`config.mk`:
```
export PLATFORM = sky130hd
export DESIGN_NAME = sliding_window_maximum
export DESIGN_NICKNAME = d
export VERILOG_FILES = /design/src/swm_pkg.sv /design/src/swm_cell.sv /design/src/swm_out_buf.sv /design/src/sliding_window_maximum.sv
export SDC_FILE = /design/constraint.sdc
export NUM_CORES = 2
export LEC_CHECK = 0
export BUFFER_PORTS_ARGS = -buffer_cell sky130_fd_sc_hd__buf_4
export CORE_MARGIN = 5
export CORE_UTILIZATION = 55
export CTS_BUF_LIST = sky130_fd_sc_hd__clkbuf_8
export DETAILED_ROUTE_END_ITERATION = 10
export PLACE_DENSITY_LB_ADDON = 0.25
export RECOVER_POWER = 50
export SLEW_MARGIN = 15
export SYNTH_ARGS = -nofsm -noshare
export SYNTH_HDL_FRONTEND = slang
export SYNTH_SLANG_ARGS = --single-unit
```
`constraint.sdc`:
```
create_clock -name clk -period 9 [get_ports clk]
set_clock_uncertainty 0.15 [all_clocks]
set_input_delay 1.8 -clock clk [delete_from_list [all_inputs] [get_ports clk]]
set_output_delay 1.8 -clock clk [all_outputs]
set_load 0.01 [all_outputs]
```
`src/swm_pkg.sv`:
```
// shared constants and types for the sliding window maximum filter
package swm_pkg;

  localparam int SAMPLE_W       = 16;
  localparam int LEN_W          = 7;
  localparam int WINDOW_MAX_DEF = 64;

  localparam logic [LEN_W-1:0] LEN_RESET = 7'd3;

  // per-transaction control broadcast along the cell chain
  typedef struct packed {
    logic clear;  // config write: drop every candidate
    logic step;   // input transaction accepted this cycle
    logic flush;  // sequence start: no old candidate survives
    logic shift;  // front candidate leaves the window, queue moves up one
  } ctrl_t;

endpackage

```
`src/swm_cell.sv`:
```
// one candidate slot of the monotonic queue chain
module swm_cell #(
  parameter int AGE_W = 6
) (
  input  logic                                 clk,
  input  logic                                 rst,
  input  swm_pkg::ctrl_t                       ctrl,
  input  logic signed [swm_pkg::SAMPLE_W-1:0]  sample,
  input  logic                                 prev_keep,
  input  logic signed [swm_pkg::SAMPLE_W-1:0]  right_value,
  input  logic        [AGE_W-1:0]              right_age,
  input  logic                                 right_keep,
  output logic                                 valid,
  output logic signed [swm_pkg::SAMPLE_W-1:0]  value,
  output logic        [AGE_W-1:0]              age,
  output logic                                 keep
);

  logic                                src_keep;
  logic signed [swm_pkg::SAMPLE_W-1:0] src_value;
  logic        [AGE_W-1:0]             src_age;

  // survives the back-side pruning: strictly larger than the new sample
  assign keep = valid && !ctrl.flush && (value > sample);

  assign src_keep  = ctrl.shift ? right_keep  : keep;
  assign src_value = ctrl.shift ? right_value : value;
  assign src_age   = ctrl.shift ? right_age   : age;

  always_ff @(posedge clk) begin
    if (rst || ctrl.clear) begin
      valid <= 1'b0;
    end else if (ctrl.step) begin
      if (src_keep) begin
        valid <= 1'b1;
        value <= src_value;
        age   <= src_age + AGE_W'(1);
      end else if (prev_keep) begin
        // first slot after the surviving prefix takes the new sample
        valid <= 1'b1;
        value <= sample;
        age   <= '0;
      end else begin
        valid <= 1'b0;
      end
    end
  end

endmodule

```
`src/swm_out_buf.sv`:
```
// two-entry output register with skid slot
module swm_out_buf (
  input  logic                                 clk,
  input  logic                                 rst,
  input  logic                                 push,
  input  logic signed [swm_pkg::SAMPLE_W-1:0]  push_data,
  output logic                                 ready,
  output logic                                 out_valid,
  input  logic                                 out_ready,
  output logic signed [swm_pkg::SAMPLE_W-1:0]  out_data
);

  logic                                skid_valid;
  logic signed [swm_pkg::SAMPLE_W-1:0] skid_data;
  logic                                pop;

  assign ready = !skid_valid;
  assign pop   = out_valid && out_ready;

  always_ff @(posedge clk) begin
    if (rst) begin
      out_valid  <= 1'b0;
      skid_valid <= 1'b0;
    end else if (!out_valid || pop) begin
      if (skid_valid) begin
        out_valid  <= 1'b1;
        out_data   <= skid_data;
        skid_valid <= 1'b0;
      end else begin
        out_valid <= push;
        out_data  <= push_data;
      end
    end else if (push) begin
      skid_valid <= 1'b1;
      skid_data  <= push_data;
    end
  end

endmodule

```
`src/sliding_window_maximum.sv`:
```
// top level: streaming sliding window maximum over a chain of candidate cells
// a result is registered in the output register, or first in the skid slot while one waits
// throughput: one input transaction per cycle while in_ready is high; each updates the cell chain
// a two-entry output buffer keeps input open while one result waits downstream
// reset: window_len returns to 3, all cells empty, fill count zero, output buffer empty
// no clearing pass: reset and config writes take effect at the next edge
module sliding_window_maximum #(
  parameter int WINDOW_MAX = swm_pkg::WINDOW_MAX_DEF
) (
  input  logic                                 clk,
  input  logic                                 rst,
  input  logic                                 in_valid,
  output logic                                 in_ready,
  input  logic signed [swm_pkg::SAMPLE_W-1:0]  sample,
  input  logic                                 seq_start,
  input  logic                                 window_len_we,
  input  logic        [swm_pkg::LEN_W-1:0]     window_len,
  output logic                                 out_valid,
  input  logic                                 out_ready,
  output logic signed [swm_pkg::SAMPLE_W-1:0]  window_max
);

  // candidate ages stay below the window, so they fit in log2(WINDOW_MAX) bits
  localparam int AGE_W = (WINDOW_MAX > 1) ? $clog2(WINDOW_MAX) : 1;
  // fill count saturates at WINDOW_MAX
  localparam int CNT_W = $clog2(WINDOW_MAX + 1);
  // common width for window compares
  localparam int CMP_W = (CNT_W > swm_pkg::LEN_W) ? CNT_W : swm_pkg::LEN_W;

  logic [swm_pkg::LEN_W-1:0] win_len;
  logic [CNT_W-1:0]          fill_count;
  logic [CNT_W-1:0]          fill_base;
  logic [CNT_W-1:0]          fill_next;
  logic [CMP_W-1:0]          len_ext;
  logic [CMP_W-1:0]          w_eff;
  logic [CMP_W-1:0]          front_age_inc;
  logic                      accept;
  logic                      expire;
  logic                      emit;
  logic                      buf_ready;
  swm_pkg::ctrl_t            ctrl;

  // cell state, one extra slot past the end tied off as empty
  logic                                c_valid [0:WINDOW_MAX];
  logic                                c_keep  [0:WINDOW_MAX];
  logic signed [swm_pkg::SAMPLE_W-1:0] c_value [0:WINDOW_MAX];
  logic        [AGE_W-1:0]             c_age   [0:WINDOW_MAX];

  logic                                res_keep;
  logic signed [swm_pkg::SAMPLE_W-1:0] res_value;
  logic signed [swm_pkg::SAMPLE_W-1:0] res_data;

  assign in_ready = buf_ready;
  assign accept   = in_valid && in_ready;

  // effective window: zero acts as one, large values clamp to the chain length
  assign len_ext = CMP_W'(win_len);
  always_comb begin
    if (len_ext == '0) begin
      w_eff = CMP_W'(1);
    end else if (len_ext > CMP_W'(WINDOW_MAX)) begin
      w_eff = CMP_W'(WINDOW_MAX);
    end else begin
      w_eff = len_ext;
    end
  end

  // ages are distinct and decrease toward the back, so only the front can expire
  assign front_age_inc = CMP_W'(c_age[0]) + CMP_W'(1);
  assign expire        = c_valid[0] && !seq_start && (front_age_inc >= w_eff);

  assign ctrl.clear = window_len_we;
  assign ctrl.step  = accept;
  assign ctrl.flush = seq_start;
  assign ctrl.shift = expire;

  // end of chain: nothing to pull in
  assign c_valid[WINDOW_MAX] = 1'b0;
  assign c_keep[WINDOW_MAX]  = 1'b0;
  assign c_value[WINDOW_MAX] = '0;
  assign c_age[WINDOW_MAX]   = '0;

  for (genvar i = 0; i < WINDOW_MAX; i++) begin : g_cell
    logic prev_keep;

    if (i == 0) begin : g_front
      // the front slot always holds something after a step
      assign prev_keep = 1'b1;
    end else begin : g_body
      // slot ahead of this cell's source, after the optional shift
      assign prev_keep = expire ? c_keep[i] : c_keep[i-1];
    end

    swm_cell #(
      .AGE_W (AGE_W)
    ) u_cell (
      .clk         (clk),
      .rst         (rst),
      .ctrl        (ctrl),
      .sample      (sample),
      .prev_keep   (prev_keep),
      .right_value (c_value[i+1]),
      .right_age   (c_age[i+1]),
      .right_keep  (c_keep[i+1]),
      .valid       (c_valid[i]),
      .value       (c_value[i]),
      .age         (c_age[i]),
      .keep        (c_keep[i])
    );
  end

  // result is the new front: surviving old front, else the new sample
  assign res_keep  = expire ? c_keep[1]  : c_keep[0];
  assign res_value = expire ? c_value[1] : c_value[0];
  assign res_data  = res_keep ? res_value : sample;

  // warm-up count, restarted by a sequence start
  assign fill_base = seq_start ? '0 : fill_count;
  assign fill_next = (fill_base == CNT_W'(WINDOW_MAX)) ? fill_base : fill_base + CNT_W'(1);
  assign emit      = CMP_W'(fill_next) >= w_eff;

  always_ff @(posedge clk) begin
    if (rst) begin
      win_len    <= swm_pkg::LEN_RESET;
      fill_count <= '0;
    end else if (window_len_we) begin
      // a new window length starts a new sequence
      win_len    <= window_len;
      fill_count <= '0;
    end else if (accept) begin
      fill_count <= fill_next;
    end
  end

  swm_out_buf u_out_buf (
    .clk       (clk),
    .rst       (rst),
    .push      (accept && emit),
    .push_data (res_data),
    .ready     (buf_ready),
    .out_valid (out_valid),
    .out_ready (out_ready),
    .out_data  (window_max)
  );

endmodule

```
Word-level counts from Yosys, hierarchy flattened
Cells that the tools add are included.

Input bits: 29. RAM bits: 0. Flip-flop bits (word level): 1520. Memories: 0. Memory bits (read-only): 0. Word-level logic and storage cells: 1307. Bits in latches: 0.

$lt $le $gt $ge: 67. Shift operators: 0. Equality and inequality tests: 64. Multiply operators: 0. Bitwise logic cells: 3. Div/mod/pow operators: 0. $add $sub $neg: 66. Multiplexer cells: 577. Reduce and logical (&&, ||, !) cells: 332.

Operators by type and width (count): 16-bit 2-to-1 mux (192); 6-bit 2-to-1 mux (190); 16-bit > comparator (64); 6-bit by 1-bit adder with 6-bit output, second input constant (64); 4-bit AND reduction (63); 3-bit AND reduction (64); 1-bit 2-to-1 mux (191); 1-bit logical AND (132); 2-bit != test, second input constant (63); 2-bit nonzero test (63); 7-bit 2-to-1 mux (4); 7-bit greater-or-equal comparator (2); 6-bit by 1-bit adder with 7-bit output, second input constant (1); 7-bit by 1-bit adder with 7-bit output, second input constant (1); 7-bit equality test, second input constant (1); 7-bit > comparator, second input constant (1); 7-bit zero test (1); 2-bit AND reduction (2); 2-bit OR reduction (2); 1-bit zero test (3); 1-bit inverter (3); 1-bit logical OR (2).

Logic depth before layout (Yosys ltp)
Depth after elaboration: 8. Gate-level depth with buffers: 21.

Hierarchy
A second synthesis with hierarchy kept.

Cells, all modules: 9601. Area total of the unflattened synthesis: 111964.9 sq um.

Modules (own cells, without submodules): swm_cell (g_cell[0].u_cell ...) (cells an instance 145, times used 61, area an instance 1694.1 sq um, seq. area each 680.7 sq um); sliding_window_maximum (cells an instance 259, times used 1, area an instance 2299.7 sq um, seq. area each 280.3 sq um); swm_cell (g_cell[33].u_cell) (cells an instance 148, times used 1, area an instance 1692.9 sq um, seq. area each 680.7 sq um); swm_cell (g_cell[61].u_cell) (cells an instance 145, times used 1, area an instance 1691.6 sq um, seq. area each 680.7 sq um); swm_cell (g_cell[9].u_cell) (cells an instance 145, times used 1, area an instance 1659.1 sq um, seq. area each 680.7 sq um); swm_out_buf (cells an instance 59, times used 1, area an instance 1280.0 sq um, seq. area each 1001.0 sq um).

Least setup slack after synthesis
Ideal clock, no wire load.

Path type: input-to-reg. Start point: in sample[5] (netlist bit). End point: reg g_cell[5].u_cell.value[0] (netlist bit) (enable). Cell stages on the path: 10. Buffers on the path: 1. Data arrival time: 6.381 ns. Setup time: 0.419 ns. Setup slack: 2.049 ns. Cells stage by stage: clkbuf_1 inv_1 ha_1 a21o_1 a21o_1 a21o_1 a2111oi_2 mux2i_1 a21oi_1 a311oi_1.

Cells in the longest elaborated chain, start to end: 5.

Ends and longest elaborated chain: start: declaration (line sliding_window_maximum.sv:14) `input logic signed [swm_pkg::SAMPLE_W-1:0] sample,`; 16-bit > comparator (line swm_cell.sv:24) `assign keep = valid && !ctrl.flush && (value > sample);`; 1-bit logical AND (line swm_cell.sv:24); 1-bit 2-to-1 mux, on equally long branches (line swm_cell.sv:26, sliding_window_maximum.sv:91); 2-bit != test (no source line) or 2-bit nonzero test (tied branches); 4-bit AND reduction (no source line) (*); end signal: assignment (line swm_cell.sv:36) `value <= src_value;`; end signal: assignment (line swm_cell.sv:41) `value <= sample;`; end: declaration (line swm_cell.sv:14) `output logic signed [swm_pkg::SAMPLE_W-1:0] value,`.

Mark *: on every way between the ends. The rest lies on a longest branch, timed or not. A chain may end at the register's enable or synchronous reset.

Worst setup path in the final report
Start point: in in_valid. End point: reg g_cell[36].u_cell.value[3] (netlist bit) (enable).

Cells in the longest elaborated chain, start to end: 2.

Ends and longest elaborated chain: start: declaration (line sliding_window_maximum.sv:12) `input logic in_valid,`; 1-bit logical AND (line sliding_window_maximum.sv:54) `assign accept = in_valid && in_ready;`; 4-bit AND reduction (no source line); end signal: assignment (line swm_cell.sv:36); end signal: assignment (line swm_cell.sv:41); end: declaration (line swm_cell.sv:14).

No other way between the ends.

==> reports/results.env <==
INITIAL_UTILIZATION=0.552
POWER.LEAKAGE_nW=40.6
LIBRARY_CELL_WITH_THE_LARGEST_SUMMED_AREA_AFTER_SYNTHESIS='sky130_fd_sc_hd__edfxtp_1'
HOLD_VIOL=0
SYNTH.YOSYS.WARNINGS=0
DETAILED_PLACE_HPWL_MM=181
COUNT_OF_INPUT_AND_OUTPUT_BUFFERS=46
POWER.SHARE.SWITCHING=0.258
POSTLAYOUTSETUPSLACKWORST_PS=1210
CTS-HTREE-LEVELS=5
SYNTH-SEQ-CELLS=1520
PLACEMENTROWS=155
RSZ0062_AT_GRT='no'
SYNTH.DISTINCT_CELLS=93
REPORT.FINAL.SLEW_VIOL_COUNT=515
ARRIVAL_PS=8270
ASYNC_SET_RESET_FLOP_SHARE_OUT_OF_SYNTHESIS=0
MAX_FANOUT_ON_CRITICAL_PATH=25
STDCELL_COUNT=11100
POST_SYNTH_XOR_AREA_FRACTION=0.0319
FINALWORSTPATHREQUIREDPERIOD_PS=7790
SYNTH-EDFF-COUNT=1440
CP-END-KIND='flop'
NUMBER_OF_INSTANCES_IN_THE_PLACED_DESIGN=10600
DESIGN.CORE.AREA_SQ_UM=178000
POST_SYNTH_AND_OR_NAND_NOR_AREA_FRACTION=0.113
CRITICAL_PATH.STARTPOINT_TYPE='input pin'
SEQ_AREA_SQ_UM=44800
CTS_TREE='yes'
SYN_AVG_CELL_AREA_SQ_UM=11.5
POST_CTS.RESIZED_INSTANCES=0
DRT_PASS1_ITERATIONS=6
WIRE_PER_INST_MICRONS=24.9
GLOBAL_ROUTE_WIRE_LENGTH_BEFORE_REPAIR_MM=421
POST_SYNTH_MUX_AREA_SHARE=0.148
STATUS='complete, but fails checks'
CLKTRANSATPATHREGS_PS=50
POSTSYNTHCELLCOUNT=8503
POSTROUTEANTENNANETS=0
MAXIMUM_NUMBER_OF_PINS_ON_ONE_NET_BEFORE_GLOBAL_ROUTE_REPAIR=143
ANTENNA_FOUND_INITIAL=8
AREA_GROWTH_PCT=7.61
SETUP_TOTAL_NEGATIVE_SLACK_PS=0
PLACER_S_FINAL_ROUTABILITY_CONGESTION_ESTIMATE=0.895
CTS_NUM_SINKS=1520
NETLIST_AREA_SQ_UM=98200
POWER_FRAC_SEQ=0.499
CTS_SETUP_BUFFERS=0
FRACTION_OF_LAYOUT_INSTANCES_USING_A_DRIVE_STRENGTH_ABOVE_1=0.172
INTERNAL-POWER_W=0.0116
CTSHOLDBUFFERS=0
CP.REQUIRED_PS=9490
CLKPWRFRAC=0.408
NET-SWITCHING-POWER_W=0.00402
POWER_DENSITY_OF_THE_PLACED_CELLS_nW_PER_UM2=148
MAX_TRANSITION_MARGIN=-1.44
FILLCELLCOUNT=14200
ADDER_AND_MAJORITY_CELL_FRACTION_OF_THE_SYNTHESIZED_AREA=0.141
SETUP_VIOL_COUNT_FINAL=0
SYNTH.NET_COUNT=9637
GRT_UTIL_ALL_LAYERS=0.290
DIE-WIDTH_MICRONS=433
ROUTE.DETAILED.VIAS_PER_INST=6.37
CRIT_TYPE='input pin to flop'
SYNTHTOPCELLSBYAREA='sky130_fd_sc_hd__edfxtp_1, sky130_fd_sc_hd__ha_1, sky130_fd_sc_hd__mux2_2'
SYNTH_TOP_AREA_FRAC=0.440
TIMING.FMAX_MHz=128
NUM_VIAS=71000
DESIGN_AREA_SQ_UM=106000
SYNTH_TOP_FAMILY_BY_AREA='multiplexers'
POWER.TOTAL_W=0.0156
HOLD_PATH_CLASS='flop to flop'
DRV.MAX_CAP_VIOLATION_COUNT=18
GRT_OVERFLOW_TOTAL=0
REMAINING_DRC_ERRORS=0
IR_WORST_VDD_V=0.000148
CLOCK_LATENCY_PS=1050
CTSLONGESTPATHBUFFERS=4
NETS=9713
SYNTH-SEQ-AREA-SHARE=0.457
FINALWIRELENGTH_MM=277
SYNTH-MAIN-FF-CELL='sky130_fd_sc_hd__edfxtp_1'
CLOCK_TREE_ROOT_DRIVER_CELL='sky130_fd_sc_hd__clkbuf_8'
BOUNDARYPINS=47
FIRST_GLOBAL_VIAS=71200
DIE_H_MICRONS=433
CTS_INSERTED_BUFFERS=291
REG2REG_SETUP_SLACK_PS=1870
INITIALDRTVIOLATIONCOUNT=6815
SYNTH_COMPOUND_AREA_FRAC=0.0840
POST-PLACE-WS_PS=2070
COMBINATIONAL_POWER_SHARE=0.093
FAILED_CHECKS='capacitance limit, slew limit'
PERIOD_SHARE=0.865
DIE_AREA_SQ_UM=187000
PLACEDINSTANCEAREA_SQ_UM=101000
MULTI_INPUT_COMB_AREA_SQ_UM=50900
TIGHTEST_SLEW_PS=3660
registers in the layout, summed over array words and instances, names as in the netlist:
name	flops
u_out_buf.out_valid	1
u_out_buf.skid_data	16
fill_count	7
g_cell.u_cell.valid	64
g_cell.u_cell.age	384
len_ext	7
g_cell.u_cell.value	1024
u_out_buf.skid_valid	1
u_out_buf.out_data	16
stage by stage:
step | util | hold WS, ps
after floorplan | - | 267
after global placement | 0.567 | 289
after detailed placement | 0.567 | 295
after CTS | 0.596 | 322
after global routing | 0.594 | 331
final | 0.594 | 322
routing by layer:
metal,track usage,up-vias,wire (microns)
met3,0.0503,790,22200
met2,0.467,2962,127000
met1,0.385,34900,115000
met5,0,-,13
li1,-,32300,-
met4,0.133,2,14000
layout by cell type, fill, tap and decap left out, types with 56 or more instances in the layout:
| cell | synthesis | final |
|---|---|---|
| sky130_fd_sc_hd__mux2i_1 | 293 | 293 |
| sky130_fd_sc_hd__a211oi_1 | 100 | 97 |
| sky130_fd_sc_hd__nand2_1 | 793 | 792 |
| sky130_fd_sc_hd__nand4_1 | 206 | 207 |
| sky130_fd_sc_hd__a21oi_1 | 482 | 484 |
| sky130_fd_sc_hd__and2_1 | 87 | 66 |
| sky130_fd_sc_hd__xnor2_1 | 151 | 151 |
| sky130_fd_sc_hd__clkbuf_8 | 0 | 309 |
| sky130_fd_sc_hd__o21ai_0 | 339 | 338 |
| sky130_fd_sc_hd__mux2_2 | 922 | 896 |
| sky130_fd_sc_hd__edfxtp_1 | 1440 | 1440 |
| sky130_fd_sc_hd__nor2_1 | 601 | 602 |
| sky130_fd_sc_hd__nand3_1 | 317 | 317 |
| sky130_fd_sc_hd__buf_4 | 63 | 116 |
| sky130_fd_sc_hd__dfxtp_1 | 80 | 80 |
| sky130_fd_sc_hd__clkbuf_1 | 193 | 60 |
| sky130_fd_sc_hd__inv_1 | 130 | 209 |
| sky130_fd_sc_hd__mux2_1 | 21 | 56 |
| sky130_fd_sc_hd__ha_1 | 1105 | 1105 |
| sky130_fd_sc_hd__nor2b_1 | 100 | 100 |
| sky130_fd_sc_hd__xor2_1 | 207 | 207 |
| sky130_fd_sc_hd__a21o_1 | 100 | 100 |
critical path, cell delays in order:
cell and delay, ps:
sky130_fd_sc_hd__clkbuf_1 270, sky130_fd_sc_hd__nor2b_1 1920, sky130_fd_sc_hd__nand2_1 710, sky130_fd_sc_hd__clkinvlp_2 840
sky130_fd_sc_hd__buf_4 570, sky130_fd_sc_hd__nand2_2 610, sky130_fd_sc_hd__o31ai_1 950, sky130_fd_sc_hd__clkbuf_1 550
final cells by class:
cell class / instances / share of cell area
clock buffers: 309 / 0.0402
flip-flops and latches: 1520 / 0.424
clock inverters: 192 / 0.00856
inverters: 130 / 0.00500
multi-input cells: 6448 / 0.481
diodes: 5 / 0.000118
well taps: 2355 / 0.0279
repair buffers: 188 / 0.0124
logic make-up after synthesis:
group,count (synthesis)
flops,1520
fa+ha+maj,1105
buf+inv,535
compound gates,1333
xor+xnor,358
mux,1296
simple gates,2356
Yosys cell counts, types with 11 or more instances:
library cell                instances
sky130_fd_sc_hd__a211oi_1         100
sky130_fd_sc_hd__nor3_1            53
sky130_fd_sc_hd__clkbuf_1         193
sky130_fd_sc_hd__a21oi_1          482
sky130_fd_sc_hd__and4_1            24
sky130_fd_sc_hd__ha_1            1105
sky130_fd_sc_hd__buf_4             63
sky130_fd_sc_hd__nand4_1          206
sky130_fd_sc_hd__mux2_2           922
sky130_fd_sc_hd__buf_2            122
sky130_fd_sc_hd__and2_1            87
sky130_fd_sc_hd__nor2_1           601
sky130_fd_sc_hd__a211o_1           11
sky130_fd_sc_hd__and3_1            41
sky130_fd_sc_hd__o211ai_1          43
sky130_fd_sc_hd__a311oi_1          25
sky130_fd_sc_hd__buf_6             17
sky130_fd_sc_hd__o31ai_1           16
sky130_fd_sc_hd__a21o_1           100
sky130_fd_sc_hd__a31oi_1           50
sky130_fd_sc_hd__mux2i_4           13
sky130_fd_sc_hd__mux2_4            45
sky130_fd_sc_hd__a2111oi_0         14
sky130_fd_sc_hd__dfxtp_1           80
sky130_fd_sc_hd__nand3_1          317
sky130_fd_sc_hd__xor2_1           207
sky130_fd_sc_hd__nor2b_1          100
sky130_fd_sc_hd__o21ai_0          339
sky130_fd_sc_hd__xnor2_1          151
sky130_fd_sc_hd__edfxtp_1        1440
sky130_fd_sc_hd__a221o_1           21
sky130_fd_sc_hd__mux2i_1          293
sky130_fd_sc_hd__mux2_1            21
sky130_fd_sc_hd__o21a_1            23
sky130_fd_sc_hd__inv_1            130
sky130_fd_sc_hd__nand2_1          793
sky130_fd_sc_hd__nor4_1            38
sky130_fd_sc_hd__nand2b_1          34
sky130_fd_sc_hd__o31a_1            12
power groups by stage:
stage / Clock [W] / Combinational [W] / Sequential, W
after floorplan: 0 / 0.000951 / 0.00792
after global placement: 0 / 0.00136 / 0.00793
after detailed placement: 0 / 0.00142 / 0.00793
after CTS: 0.00644 / 0.00143 / 0.00779
after global routing: 0.00677 / 0.00156 / 0.00778
final: 0.00637 / 0.00145 / 0.00779
worst paths after layout:
| check | startpoint | to | depth (start not counted) |
|---|---|---|---|
| worst max-delay path | in_valid | g_cell[36].u_cell.value[3] | 8 |
| worst min-delay path | g_cell[0].u_cell.valid | g_cell[0].u_cell.valid | 2 |
| worst max register to register | u_out_buf.skid_valid | g_cell[36].u_cell.value[3] | 7 |
| worst min register to register | g_cell[0].u_cell.valid | g_cell[0].u_cell.valid | 2 |
Power figures use the tool's default switching activity.
